$ cat config.mk
export PLATFORM = sky130hd
export DESIGN_NAME = pta_square
export DESIGN_NICKNAME = d
export VERILOG_FILES = /design/src/rtl/core/pta_pkg.sv /design/src/rtl/core/pta_square.sv
export SDC_FILE = /design/constraint.sdc
export NUM_CORES = 1
export LEC_CHECK = 0
export BUFFER_PORTS_ARGS = -buffer_cell sky130_fd_sc_hd__buf_4
export CAP_MARGIN = 25
export CORE_MARGIN = 1.5
export CORE_UTILIZATION = 57
export CTS_BUF_LIST = sky130_fd_sc_hd__clkbuf_4
export DETAILED_ROUTE_END_ITERATION = 12
export GPL_TIMING_DRIVEN = 0
export PLACE_DENSITY_LB_ADDON = 0.15
export SYNTH_ARGS = -nofsm -noshare
export SYNTH_HDL_FRONTEND = slang
export SYNTH_SLANG_ARGS = --single-unit
$ cat constraint.sdc
create_clock -name clock -period 9.4 [get_ports clock]
set_input_delay 0.94 -clock clock [delete_from_list [all_inputs] [get_ports clock]]
set_output_delay 0.94 -clock clock [all_outputs]
set_load 0.02 [all_outputs]
$ cat src/rtl/core/pta_pkg.sv
`timescale 1ns / 1ps
// ----------------------------------------------------------------------------
// pta_pkg
// shared widths, payload types and the arctangent table of the aim-angle pipe
// ----------------------------------------------------------------------------
package pta_pkg;

   localparam int COORD_WIDTH        = 16;
   localparam int ANGLE_WIDTH        = 16;
   localparam int ANGLE_FRAC_DEFAULT = 8;
   localparam int TABLE_FRAC         = 24;
   localparam int CORDIC_STEPS       = 28;
   localparam int NORM_EXP           = 40;
   localparam int OP_WIDTH           = NORM_EXP + 4;
   localparam int SQ_WIDTH           = 64;
   localparam int ROOT_WIDTH         = SQ_WIDTH / 2;
   localparam int REM_WIDTH          = ROOT_WIDTH + 4;
   localparam int COORD_SCALE        = ROOT_WIDTH - COORD_WIDTH;
   localparam int ACC_WIDTH          = 32;
   localparam int NORM_MAX_SHIFT     = 32;
   localparam int NORM_STEPS         = 6;
   localparam int NORM_STAGES        = 3;
   localparam int RIGHT_ANGLE        = 90;
   localparam int LANES              = 2;
   localparam int LANE_PITCH         = 0;
   localparam int LANE_YAW           = 1;

   typedef struct packed {
      logic signed [COORD_WIDTH-1:0] pos_x;
      logic signed [COORD_WIDTH-1:0] pos_y;
      logic signed [COORD_WIDTH-1:0] pos_z;
   } req_type;

   typedef struct packed {
      logic signed [ANGLE_WIDTH-1:0] pitch_angle;
      logic signed [ANGLE_WIDTH-1:0] yaw_angle;
      logic                          invalid;
   } rsp_type;

   typedef struct packed {
      logic signed [OP_WIDTH-1:0] pitch_num;
      logic signed [OP_WIDTH-1:0] yaw_num;
      logic signed [OP_WIDTH-1:0] yaw_den;
   } side_type;

   typedef struct packed {
      logic [SQ_WIDTH-1:0] sq;
      side_type            side;
   } root_in_type;

   typedef struct packed {
      logic [ROOT_WIDTH-1:0] root;
      side_type              side;
   } root_out_type;

   typedef struct packed {
      logic num_zero;
      logic den_zero;
      logic num_neg;
   } flag_type;

   typedef struct packed {
      logic signed [OP_WIDTH-1:0] num;
      logic signed [OP_WIDTH-1:0] den;
      flag_type                   flags;
   } op_type;

   typedef struct packed {
      logic signed [ACC_WIDTH-1:0] angle;
      flag_type                    flags;
   } angle_type;

   typedef op_type    [LANES-1:0] op_pair_type;
   typedef angle_type [LANES-1:0] angle_pair_type;

   // atan(2^-i) in degrees, 24 fraction bits
   function automatic logic signed [ACC_WIDTH-1:0] atan_entry(input int step);
      logic signed [ACC_WIDTH-1:0] v;
      case (step)
         0:  v = 32'sd754974720;
         1:  v = 32'sd445687602;
         2:  v = 32'sd235489088;
         3:  v = 32'sd119537938;
         4:  v = 32'sd60000934;
         5:  v = 32'sd30029717;
         6:  v = 32'sd15018523;
         7:  v = 32'sd7509720;
         8:  v = 32'sd3754917;
         9:  v = 32'sd1877466;
         10: v = 32'sd938734;
         11: v = 32'sd469367;
         12: v = 32'sd234684;
         13: v = 32'sd117342;
         14: v = 32'sd58671;
         15: v = 32'sd29335;
         16: v = 32'sd14668;
         17: v = 32'sd7334;
         18: v = 32'sd3667;
         19: v = 32'sd1833;
         20: v = 32'sd917;
         21: v = 32'sd458;
         22: v = 32'sd229;
         23: v = 32'sd115;
         24: v = 32'sd57;
         25: v = 32'sd29;
         26: v = 32'sd14;
         27: v = 32'sd7;
         default: v = '0;
      endcase
      return v;
   endfunction

   function automatic int norm_shift(input int step);
      return NORM_MAX_SHIFT >> step;
   endfunction

endpackage

$ cat src/rtl/core/pta_square.sv
`timescale 1ns / 1ps
// ----------------------------------------------------------------------------
// pta_square
// squares of x and z, scaled sum for the root, and the atan operands
// ----------------------------------------------------------------------------
module pta_square
   import pta_pkg::*;
(
   input  logic        clock,
   input  logic        reset,
   input  logic        enable,
   input  logic        in_valid,
   input  req_type     in_data,
   output logic        out_valid,
   output root_in_type out_data
);

   logic signed [2*COORD_WIDTH-1:0] x_sq;
   logic signed [2*COORD_WIDTH-1:0] z_sq;
   logic        [2*COORD_WIDTH-1:0] sq_sum;
   logic signed [OP_WIDTH-1:0]      x_ext;
   logic signed [OP_WIDTH-1:0]      z_ext;
   root_in_type                     data_in;
   logic                            valid_ff;
   root_in_type                     data_ff;

   always_comb begin
      x_sq    = in_data.pos_x * in_data.pos_x;
      z_sq    = in_data.pos_z * in_data.pos_z;
      sq_sum  = $unsigned(x_sq) + $unsigned(z_sq);
      x_ext   = OP_WIDTH'(in_data.pos_x);
      z_ext   = OP_WIDTH'(in_data.pos_z);
      data_in.sq             = SQ_WIDTH'(sq_sum) << (2 * COORD_SCALE);
      data_in.side.pitch_num = OP_WIDTH'(in_data.pos_y) <<< COORD_SCALE;
      // z behind the camera: mirror both so the denominator is non-negative
      data_in.side.yaw_num   = in_data.pos_z[COORD_WIDTH-1] ? -x_ext : x_ext;
      data_in.side.yaw_den   = in_data.pos_z[COORD_WIDTH-1] ? -z_ext : z_ext;
   end

   always_ff @(posedge clock) begin
      if (reset) begin
         valid_ff <= 1'b0;
      end else if (enable) begin
         valid_ff <= in_valid;
      end
   end

   always_ff @(posedge clock) begin
      if (enable) begin
         data_ff <= data_in;
      end
   end

   assign out_valid = valid_ff;
   assign out_data  = data_ff;

endmodule

==> flow_summary.toml <==
[global_route]
gr-usage-met3_pct = 4.48
grt_pass1_vias = 16686
use_met2_pct = 51.1
busiest_layer = "met2"
antenna_found_initial = 1
grt_pass1_wl_um = 87300
grt_usage_pct = 28.5
met1_usage_pct = 34.0
grt_start_max_net_pins = 77
overflow = 0

[placed_design]
post-place-ws_ns = -0.945
gp_congestion = 0.950
io_buffers = 197
dp_hpwl_um = 47200
dpl_cell_area_um2 = 25100

[critical_path]
cp_top_family = "adder cells"
path_class = "input port to register"
worstPathArrival_ns = 9.46
crit_path_frequent_cell = "fa_1"
critical_path.max_stage_delay_ns = 0.72
crit_chain = "buf_4, clkbuf_1, clkbuf_1, nand2_1, inv_1, fa_1, fa_1, fa_1, inv_1, fa_1, fa_1, fa_1, fa_1, fa_1, inv_1, ha_1, a21o_1, a21o_1, a221o_1, or3_1, o22ai_1, o311ai_0"
worstPathRequired_ns = 9.83
cp_num_buf_inv = 6
cp_max_fo = 10
startpoint_type = "input port"
slowest_stage = "fa_1"
end_kind = "register"

[synth]
synth_area_leaders = "fa_1, edfxtp_1, inv_1, ha_1, nand2_1"
synth_area_leader_cell = "fa_1"
synth_edf_count = 126
ys_ff_latch = 127
ys_dominant_reg_cell = "edfxtp_1"
async_flop_share_pct = 0
ys_top_cells_by_count = "inv_1, fa_1, nand2_1"
avgSynthCellArea_um2 = 10.5
synth_most_common_cell = "inv_1"
netlist.area_leader.share_pct = 45.9
seq_area_frac_synth_pct = 16.8
synth_warnings = 0
synth_cell_type_count = 50
syn_inst = 2170
syn_area_um2 = 22700

[cells_and_area]
fin_util_pct = 65.3
final_nets = 3184
layout-drive-gt1-share_pct = 12.8
area_growth_pct = 12.2
final_area_um2 = 25500

[clock_tree]
numCtsBuffers = 17
cts_tree = "yes"
worstSkewPairLatency_ns = 0.63
root_buffer = "clkbuf_4"
clock_path_buffers = 2
cts_sinks = 127
ctsHoldBuffers = 0
clkTransAtPathRegs_ns = 0.19
htree_num_levels = 4

[timing]
setup_viol = 0
fin_crit_sh_pct = 96.2
fin_ws_ns = 0.362
finalClockSkew_ns = 0
hold_ws_ns = 0.433
max_slew_margin_pct = 29.3
fin_crit_ns = 9.04
clock.fmax_mhz = 111
rsz0062_at_grt = "false"
final_max_slew_viol_count = 0
max_slew.worst_pin.slew_ns = 1.06
hold_viol = 0

[drt]
drtIter0Drc = 849
viasPerCell = 5.10
drc = 0
dr.pass1.iters = 6
ant_nets = 0
dr_total_vias = 15234
wirelength_um = 55000
wire_per_inst_um = 18.4

[floorplanning]
core_um2 = 39000
die_area_um2 = 41000
die_h_um = 203
rows = 72
start_util_pct = 58.2
fp.dieW_um = 203
pin_count = 249

[run]
drv_cap = 0

[worst_hold_path]
worst_hold_path_type = "input port to register"

[status]
status = "finished clean"
## repair_timing
action,CTS,global route
endpoints found under the setup margin,4,4
gates resized for setup,3,3
setup buffers,0,0
endpoints found under the hold margin,0,0
## registers in the layout, indices dropped and copies added (netlist names)
name and cells:
out_valid 1, out_data 126
## final cells by class
class | count | area, µm²
buffer | 140 | 791
tap | 518 | 648
timing repair buffer | 199 | 1530
antenna | 2 | 5.00
clock buffer | 18 | 135
inverter | 641 | 2410
sequential | 127 | 3800
fill | 3183 | 13500
multi-input combinational | 1326 | 16000
clock inverter | 14 | 194
## layer usage
layer  share of wire (%)  up-vias  wire length, µm
met4                 4.6        0             2550
li1                    -     6761                -
met1                  36     7785            19800
met2                  54      556            29400
met3                 5.8      132             3170
met5                   0        -                0
## kinds of logic after synthesis
| family | Yosys count | share of synthesized area (%) |
|---|---|---|
| multiplexers | 4 | 0.187 |
| flip-flops | 127 | 16.8 |
| adder cells (fa/ha/maj) | 680 | 54.7 |
| XOR/XNOR | 82 | 3.16 |
| buffers and inverters | 782 | 14.1 |
| other | 1 | 0.0165 |
| AND/OR/NAND/NOR | 387 | 7.99 |
| AO/OA/AOI/OAI | 107 | 3.09 |
## placed cells by master (no fill, tap or decap), types with 6 or more instances in the layout
cell type / n
buf_1: 8
nand2b_1: 12
nor2_1: 68
buf_4: 266
a21oi_1: 26
edfxtp_1: 126
nand2_1: 167
clkbuf_1: 60
nand3_1: 10
clkbuf_4: 18
fa_1: 521
inv_1: 638
xor2_1: 11
a21o_1: 13
nor2b_1: 7
conb_1: 66
and2_1: 86
ha_1: 159
a21boi_0: 10
nor3_1: 9
o21ai_0: 26
and3_1: 6
xnor2_1: 71
## worst reg2reg max path, stage by stage, from the launching register on
cell and delay [ns]:
dfxtp_1 0.34, mux2i_1 0.13, nor2_1 0.05
## worst paths after layout
kind                from             to  slack (ns)  cells after the start
max reg2reg    out_valid      out_valid        8.80                      2
max          in_data[47]  out_data[194]        0.36                     22
min                reset      out_valid        0.43                      2
min reg2reg    out_valid      out_valid        0.52                      2
## metrics by stage
stage / TNS, ns / instances
finish: 0 / 2985
global route: 0 / 2984
CTS: 0 / 2984
detailed placement: -6.51 / 2952
global placement: -13.61 / 2950
floorplan: 0 / 2235
Power is not shown: default switching activity piles up to over one toggle a cycle in this logic, so the estimate is an artifact.
