--- config.mk ---
export PLATFORM = sky130hd
export DESIGN_NAME = pta_norm
export DESIGN_NICKNAME = d
export VERILOG_FILES = /design/src/rtl/core/pta_pkg.sv /design/src/rtl/core/pta_norm.sv
export SDC_FILE = /design/constraint.sdc
export NUM_CORES = 1
export LEC_CHECK = 0
export BUFFER_PORTS_ARGS = -buffer_cell sky130_fd_sc_hd__buf_2
export CAP_MARGIN = 25
export CORE_ASPECT_RATIO = 0.9
export CORE_UTILIZATION = 45
export DETAILED_ROUTE_END_ITERATION = 8
export GPL_TIMING_DRIVEN = 1
export SLEW_MARGIN = 20
export SYNTH_ARGS = -nofsm -noshare
export SYNTH_HDL_FRONTEND = slang
export SYNTH_SLANG_ARGS = --single-unit
--- constraint.sdc ---
create_clock -name clock -period 6.3 [get_ports clock]
set_input_delay 1.26 -clock clock [delete_from_list [all_inputs] [get_ports clock]]
set_output_delay 1.26 -clock clock [all_outputs]
set_load 0.005 [all_outputs]
--- src/rtl/core/pta_pkg.sv ---
`timescale 1ns / 1ps
// ----------------------------------------------------------------------------
// pta_pkg
// shared widths, payload types and the arctangent table of the aim-angle pipe
// ----------------------------------------------------------------------------
package pta_pkg;

   localparam int COORD_WIDTH        = 16;
   localparam int ANGLE_WIDTH        = 16;
   localparam int ANGLE_FRAC_DEFAULT = 8;
   localparam int TABLE_FRAC         = 24;
   localparam int CORDIC_STEPS       = 28;
   localparam int NORM_EXP           = 40;
   localparam int OP_WIDTH           = NORM_EXP + 4;
   localparam int SQ_WIDTH           = 64;
   localparam int ROOT_WIDTH         = SQ_WIDTH / 2;
   localparam int REM_WIDTH          = ROOT_WIDTH + 4;
   localparam int COORD_SCALE        = ROOT_WIDTH - COORD_WIDTH;
   localparam int ACC_WIDTH          = 32;
   localparam int NORM_MAX_SHIFT     = 32;
   localparam int NORM_STEPS         = 6;
   localparam int NORM_STAGES        = 3;
   localparam int RIGHT_ANGLE        = 90;
   localparam int LANES              = 2;
   localparam int LANE_PITCH         = 0;
   localparam int LANE_YAW           = 1;

   typedef struct packed {
      logic signed [COORD_WIDTH-1:0] pos_x;
      logic signed [COORD_WIDTH-1:0] pos_y;
      logic signed [COORD_WIDTH-1:0] pos_z;
   } req_type;

   typedef struct packed {
      logic signed [ANGLE_WIDTH-1:0] pitch_angle;
      logic signed [ANGLE_WIDTH-1:0] yaw_angle;
      logic                          invalid;
   } rsp_type;

   typedef struct packed {
      logic signed [OP_WIDTH-1:0] pitch_num;
      logic signed [OP_WIDTH-1:0] yaw_num;
      logic signed [OP_WIDTH-1:0] yaw_den;
   } side_type;

   typedef struct packed {
      logic [SQ_WIDTH-1:0] sq;
      side_type            side;
   } root_in_type;

   typedef struct packed {
      logic [ROOT_WIDTH-1:0] root;
      side_type              side;
   } root_out_type;

   typedef struct packed {
      logic num_zero;
      logic den_zero;
      logic num_neg;
   } flag_type;

   typedef struct packed {
      logic signed [OP_WIDTH-1:0] num;
      logic signed [OP_WIDTH-1:0] den;
      flag_type                   flags;
   } op_type;

   typedef struct packed {
      logic signed [ACC_WIDTH-1:0] angle;
      flag_type                    flags;
   } angle_type;

   typedef op_type    [LANES-1:0] op_pair_type;
   typedef angle_type [LANES-1:0] angle_pair_type;

   // atan(2^-i) in degrees, 24 fraction bits
   function automatic logic signed [ACC_WIDTH-1:0] atan_entry(input int step);
      logic signed [ACC_WIDTH-1:0] v;
      case (step)
         0:  v = 32'sd754974720;
         1:  v = 32'sd445687602;
         2:  v = 32'sd235489088;
         3:  v = 32'sd119537938;
         4:  v = 32'sd60000934;
         5:  v = 32'sd30029717;
         6:  v = 32'sd15018523;
         7:  v = 32'sd7509720;
         8:  v = 32'sd3754917;
         9:  v = 32'sd1877466;
         10: v = 32'sd938734;
         11: v = 32'sd469367;
         12: v = 32'sd234684;
         13: v = 32'sd117342;
         14: v = 32'sd58671;
         15: v = 32'sd29335;
         16: v = 32'sd14668;
         17: v = 32'sd7334;
         18: v = 32'sd3667;
         19: v = 32'sd1833;
         20: v = 32'sd917;
         21: v = 32'sd458;
         22: v = 32'sd229;
         23: v = 32'sd115;
         24: v = 32'sd57;
         25: v = 32'sd29;
         26: v = 32'sd14;
         27: v = 32'sd7;
         default: v = '0;
      endcase
      return v;
   endfunction

   function automatic int norm_shift(input int step);
      return NORM_MAX_SHIFT >> step;
   endfunction

endpackage

--- src/rtl/core/pta_norm.sv ---
`timescale 1ns / 1ps
// ----------------------------------------------------------------------------
// pta_norm
// zero detection and left normalisation of both atan operand pairs
// ----------------------------------------------------------------------------
module pta_norm
   import pta_pkg::*;
(
   input  logic        clock,
   input  logic        reset,
   input  logic        enable,
   input  logic        in_valid,
   input  op_pair_type in_data,
   output logic        out_valid,
   output op_pair_type out_data
);

   localparam int STEPS_PER_STAGE = NORM_STEPS / NORM_STAGES;

   typedef logic [LANES-1:0][OP_WIDTH-1:0] mag_pair_type;

   op_pair_type  ops_w   [0:NORM_STAGES];
   mag_pair_type mag_w   [0:NORM_STAGES];
   logic         valid_w [0:NORM_STAGES];

   // first stage: flags and larger magnitude
   op_pair_type  pre_in;
   mag_pair_type pre_mag_in;
   op_pair_type  pre_ff;
   mag_pair_type pre_mag_ff;
   logic         pre_valid_ff;

   always_comb begin
      for (int l = 0; l < LANES; l++) begin
         logic [OP_WIDTH-1:0] num_abs;
         num_abs = in_data[l].num[OP_WIDTH-1] ? $unsigned(-in_data[l].num)
                                              : $unsigned(in_data[l].num);
         pre_in[l].num            = in_data[l].num;
         pre_in[l].den            = in_data[l].den;
         pre_in[l].flags.num_zero = (in_data[l].num == '0);
         pre_in[l].flags.den_zero = (in_data[l].den == '0);
         pre_in[l].flags.num_neg  = in_data[l].num[OP_WIDTH-1];
         pre_mag_in[l] = (num_abs > $unsigned(in_data[l].den)) ? num_abs
                                                                : $unsigned(in_data[l].den);
      end
   end

   always_ff @(posedge clock) begin
      if (reset) begin
         pre_valid_ff <= 1'b0;
      end else if (enable) begin
         pre_valid_ff <= in_valid;
      end
   end

   always_ff @(posedge clock) begin
      if (enable) begin
         pre_ff     <= pre_in;
         pre_mag_ff <= pre_mag_in;
      end
   end

   assign ops_w[0]   = pre_ff;
   assign mag_w[0]   = pre_mag_ff;
   assign valid_w[0] = pre_valid_ff;

   for (genvar st = 0; st < NORM_STAGES; st++) begin : g_stage
      op_pair_type  ops_in;
      mag_pair_type mag_in;
      op_pair_type  ops_ff;
      mag_pair_type mag_ff;
      logic         valid_ff;

      always_comb begin
         ops_in = ops_w[st];
         mag_in = mag_w[st];
         for (int l = 0; l < LANES; l++) begin
            for (int h = 0; h < STEPS_PER_STAGE; h++) begin
               if (mag_in[l] < (OP_WIDTH'(1) << (NORM_EXP + 1
                                 - norm_shift(st * STEPS_PER_STAGE + h)))) begin
                  mag_in[l]     = mag_in[l] << norm_shift(st * STEPS_PER_STAGE + h);
                  ops_in[l].num = ops_in[l].num <<< norm_shift(st * STEPS_PER_STAGE + h);
                  ops_in[l].den = ops_in[l].den <<< norm_shift(st * STEPS_PER_STAGE + h);
               end
            end
         end
      end

      always_ff @(posedge clock) begin
         if (reset) begin
            valid_ff <= 1'b0;
         end else if (enable) begin
            valid_ff <= valid_w[st];
         end
      end

      always_ff @(posedge clock) begin
         if (enable) begin
            ops_ff <= ops_in;
            mag_ff <= mag_in;
         end
      end

      assign ops_w[st+1]   = ops_ff;
      assign mag_w[st+1]   = mag_ff;
      assign valid_w[st+1] = valid_ff;
   end

   assign out_valid = valid_w[NORM_STAGES];
   assign out_data  = ops_w[NORM_STAGES];

   // a yaw operand pair that is not all zero leaves with its larger magnitude in [2^40, 2^41)
   a_norm_range: assert property (@(posedge clock) disable iff (reset)
      out_valid && !(out_data[LANE_YAW].flags.num_zero && out_data[LANE_YAW].flags.den_zero)
      |-> mag_w[NORM_STAGES][LANE_YAW] >= (OP_WIDTH'(1) << NORM_EXP)
          && mag_w[NORM_STAGES][LANE_YAW] < (OP_WIDTH'(1) << (NORM_EXP + 1)))
      else $error("yaw operands not normalised");

endmodule

==> summary.txt <==
Power
  • Sw power: 0.003385 W
  • Switching share of power: 24.03%
  • Cell internal pwr: 0.01070 W
  • Flop pwr share: 51.1%
  • VDD IR max: 0.1919 mV
  • Pwr Density: 294.6 mW/mm²
  • Leakage: 17.56 nW
  • Clk pwr share: 39.8%
  • Comb power frac: 9.1%

Drt
  • Residual DRC: 0
  • WL final: 116200 µm
  • TritonRoute pass-1 iters: 7
  • Vias after detailed routing: 26.22k
  • Avg WL per Cell: 24.93 µm
  • DR iter-0 viols: 2600
  • Via/cell ratio: 5.627
  • DRT antenna net count: 0

Clocking
  • TritonCTS clock tree: built
  • CTS Buffer Depth: 3
  • CTS resizes: 0
  • Clock-pin slew on the worst setup and hold paths: 0.06 ns
  • TritonCTS Buffers: 94
  • CTS sink count: 866
  • Worst-Skew Late Latency: 0.65 ns
  • # hold bufs at CTS: 0
  • H-tree Lvls: 3
  • CTS Root Cell: clkbuf_16
  • Postcts setup bufs: 0

Logic synthesis
  • Synth top area share: 60.49%
  • Syn Area/Cell: 13.44 µm²
  • Synth Cell Area: 0.04279 mm²
  • Sequential share of the synthesized area: 60.67%
  • Post-synth EDFFs: 862
  • Async set or reset register ratio after synthesis: 0%
  • Main synth FF type: edfxtp_1
  • Synthesis-stage register bit count: 866
  • Synth area leaders: edfxtp_1, mux2i_1, buf_4
  • Cells after Synth: 3183
  • Post-synth cell types: 58
  • Syn Nets: 3459
  • Synth area leader: edfxtp_1
  • Ys Warns: 0

Setup path
  • Crit-path max FO: 16
  • R2r endpoint: g_stage[1].ops_ff[159]$_DFFE_PP_
  • Worst R2R Setup Slack: 2.18 ns
  • CP startpoint kind: primary input
  • Critical Path RT: 6.69 ns
  • Crit path capture type: flop
  • Worst Reg-to-Reg Cells: 9
  • CP Class: in2reg
  • Critical path launch point: in_data[51]
  • Crit path to: mag_w[289]$_DFFE_PP_
  • R2r startpoint: g_stage[0].mag_ff[80]$_DFFE_PP_
  • CP arrival: 5.75 ns

Placement
  • Placer Congestion: 0.9330
  • IO buf count: 362
  • HPWL after DPL: 87510 µm

Timing
  • Hold WS: 0.4210 ns
  • Final Slew Violations: 0
  • Unrepaired setup endpoints after global routing: no
  • Final setup viols: 0
  • Fin crit share: 85.19%
  • Min Tclk post-route: 5.367 ns
  • Fin Setup TNS: 0 ns
  • Max_slew headroom: 34.70%
  • Fmax: 186.3 MHz
  • Final count of hold timing violations: 0
  • Worst Tran Pin Value: 0.9705 ns
  • Clock Skews: 0.01871 ns

Cells and area
  • Area Overhead vs Synth: 11.75%
  • Fin nets: 3614
  • Most common cell after layout, fill and taps aside: edfxtp_1
  • Most frequent cells in the layout: edfxtp_1, mux2i_1, buf_2, nand2_1, a21oi_1
  • Fill cells: 7977
  • Share of post-route cells with drive strength above 1: 20.17%

Run status
  • Status: finished clean

GRT
  • Initial antenna violation count: 12
  • Grt met2 use: 30.66%
  • GR Layer Usage met3: 5.364%
  • GRT met1 Usage: 38.32%
  • Vias in the first global route: 25.20k
  • First-pass GRT wire length: 168900 µm
  • Pin count of the biggest net entering global routing: 150
  • Tot GR Track Use: 23.56%
  • Gr ovfl total: 0
  • Busiest layer in global routing: met1

Floorplanning
  • Rows: 106
  • Die area: 0.09634 mm²
  • Initial Utilization: 45.77%
  • Die height: 294.6 µm
  • # IOs: 369
  • Die X: 327.1 µm
  • Core footprint: 0.09350 mm²

Flow run
  • Max-Cap Viols: 0

Worst hold path
  • Hold Path Stages: 0
  • Hold Path Class: reg2reg
[kinds of logic after synthesis]
family	share of synthesized area [%]
AOI/OAI and AO/OA	4.678
DFF	60.67
muxes	17.32
buffers and inverters	5.535
and+or+nand+nor	7.485
adders and majority gates	2.631
xor gates and xnor gates	1.678
[how the worst min path moves through the flow]
| stage | from | endpoint |
|---|---|---|
| after floorplan | g_stage[0].ops_in[1]$_DFFE_PP_ | g_stage[0].ops_ff[1]$_DFFE_PP_ |
| after global placement | g_stage[0].ops_ff[91]$_DFFE_PP_ | g_stage[1].ops_ff[91]$_DFFE_PP_ |
| after detailed placement | g_stage[1].ops_ff[91]$_DFFE_PP_ | out_data[91]$_DFFE_PP_ |
| after CTS | g_stage[1].ops_ff[91]$_DFFE_PP_ | out_data[91]$_DFFE_PP_ |
| after global routing | g_stage[0].ops_in[93]$_DFFE_PP_ | g_stage[0].ops_ff[93]$_DFFE_PP_ |
| final | g_stage[1].ops_ff[91]$_DFFE_PP_ | out_data[91]$_DFFE_PP_ |
[area by class of cell]
class	instances	area (µm²)	area share, %
clock buffers	111	2480	5.186
clock inverters	63	653.1	1.366
well taps	1242	1554	3.250
multi-input cells	1879	14590	30.51
inverters	94	352.8	0.7378
repair buffers	403	2220	4.642
diodes	2	5.005	0.01047
flip-flops and latches	866	25960	54.30
[cell usage after synthesis (3+ instances only)]
master	instances
or4_1	12
o2bb2ai_1	8
mux2i_1	623
nand3_1	72
o21ai_0	113
dfxtp_1	4
inv_1	94
or3_1	13
mux2_2	103
a21o_1	17
edfxtp_1	862
a211oi_1	7
buf_4	182
and2_1	78
o41ai_2	3
a32oi_1	3
nand2b_1	5
nor2_1	81
buf_2	27
ha_1	90
clkbuf_1	113
and3_1	3
nor4_1	54
buf_1	21
nor2b_1	12
o41ai_1	8
a221o_1	19
o31ai_1	21
xnor2_1	80
a21oi_1	122
nand4_1	25
nor3_1	25
or2_2	5
nand2_1	248
[state kept, by name (all words and copies together) (netlist names)]
| signal | count |
|---|---|
| ops_w | 176 |
| out_valid | 1 |
| pre_valid_ff | 1 |
| g_stage.ops_in | 4 |
| g_stage.valid_ff | 2 |
| g_stage.ops_ff | 364 |
| mag_w | 88 |
| g_stage.mag_ff | 48 |
| out_data | 182 |
[critical path, stage by stage]
cell and delay (ns):
buf_2 0.15, nor3_1 0.42, nand3b_1 0.25, or2_2 0.38, or3_1 0.46, o31ai_1 0.33
xnor2_1 0.14, ha_1 0.30, nand2_1 0.06, nor2_1 0.16, nor4bb_1 0.53, o21ai_0 0.23
a21oi_4 0.38, buf_4 0.34, mux2_2 0.37
[per-layer routing]
metal,wire (µm),vias to the layer above
met1,58150,12850
li1,-,12050
met2,44830,1132
met5,97,-
met4,2625,16
met3,10470,174
[power by group through the flow]
| stage | Clock, W | Sequential [W] | Combinational [W] |
|---|---|---|---|
| 2_1_floorplan | 0 | 0.00712 | 0.000788 |
| 3_3_place_gp | 0 | 0.00730 | 0.00124 |
| 3_5_place_dp | 0 | 0.00731 | 0.00127 |
| 4_1_cts | 0.00571 | 0.00719 | 0.00128 |
| 5_1_grt | 0.00592 | 0.00723 | 0.00140 |
| 6_report | 0.00560 | 0.00720 | 0.00128 |
[metrics by stage]
stage               power, W  cell area (µm²)  std cells  util, %  worst slack (ns)
floorplan           0.007906            42790       3183        -             1.055
global placement    0.008543            44650       4482    47.76            0.4557
detailed placement  0.008581            44650       4482    47.76            0.4048
CTS                  0.01418            47790       4656    51.11             1.080
global route         0.01455            47820       4660    51.14            0.6678
finish               0.01409            47820       4660    51.14            0.9331
(Power assumes the default switching activity.)
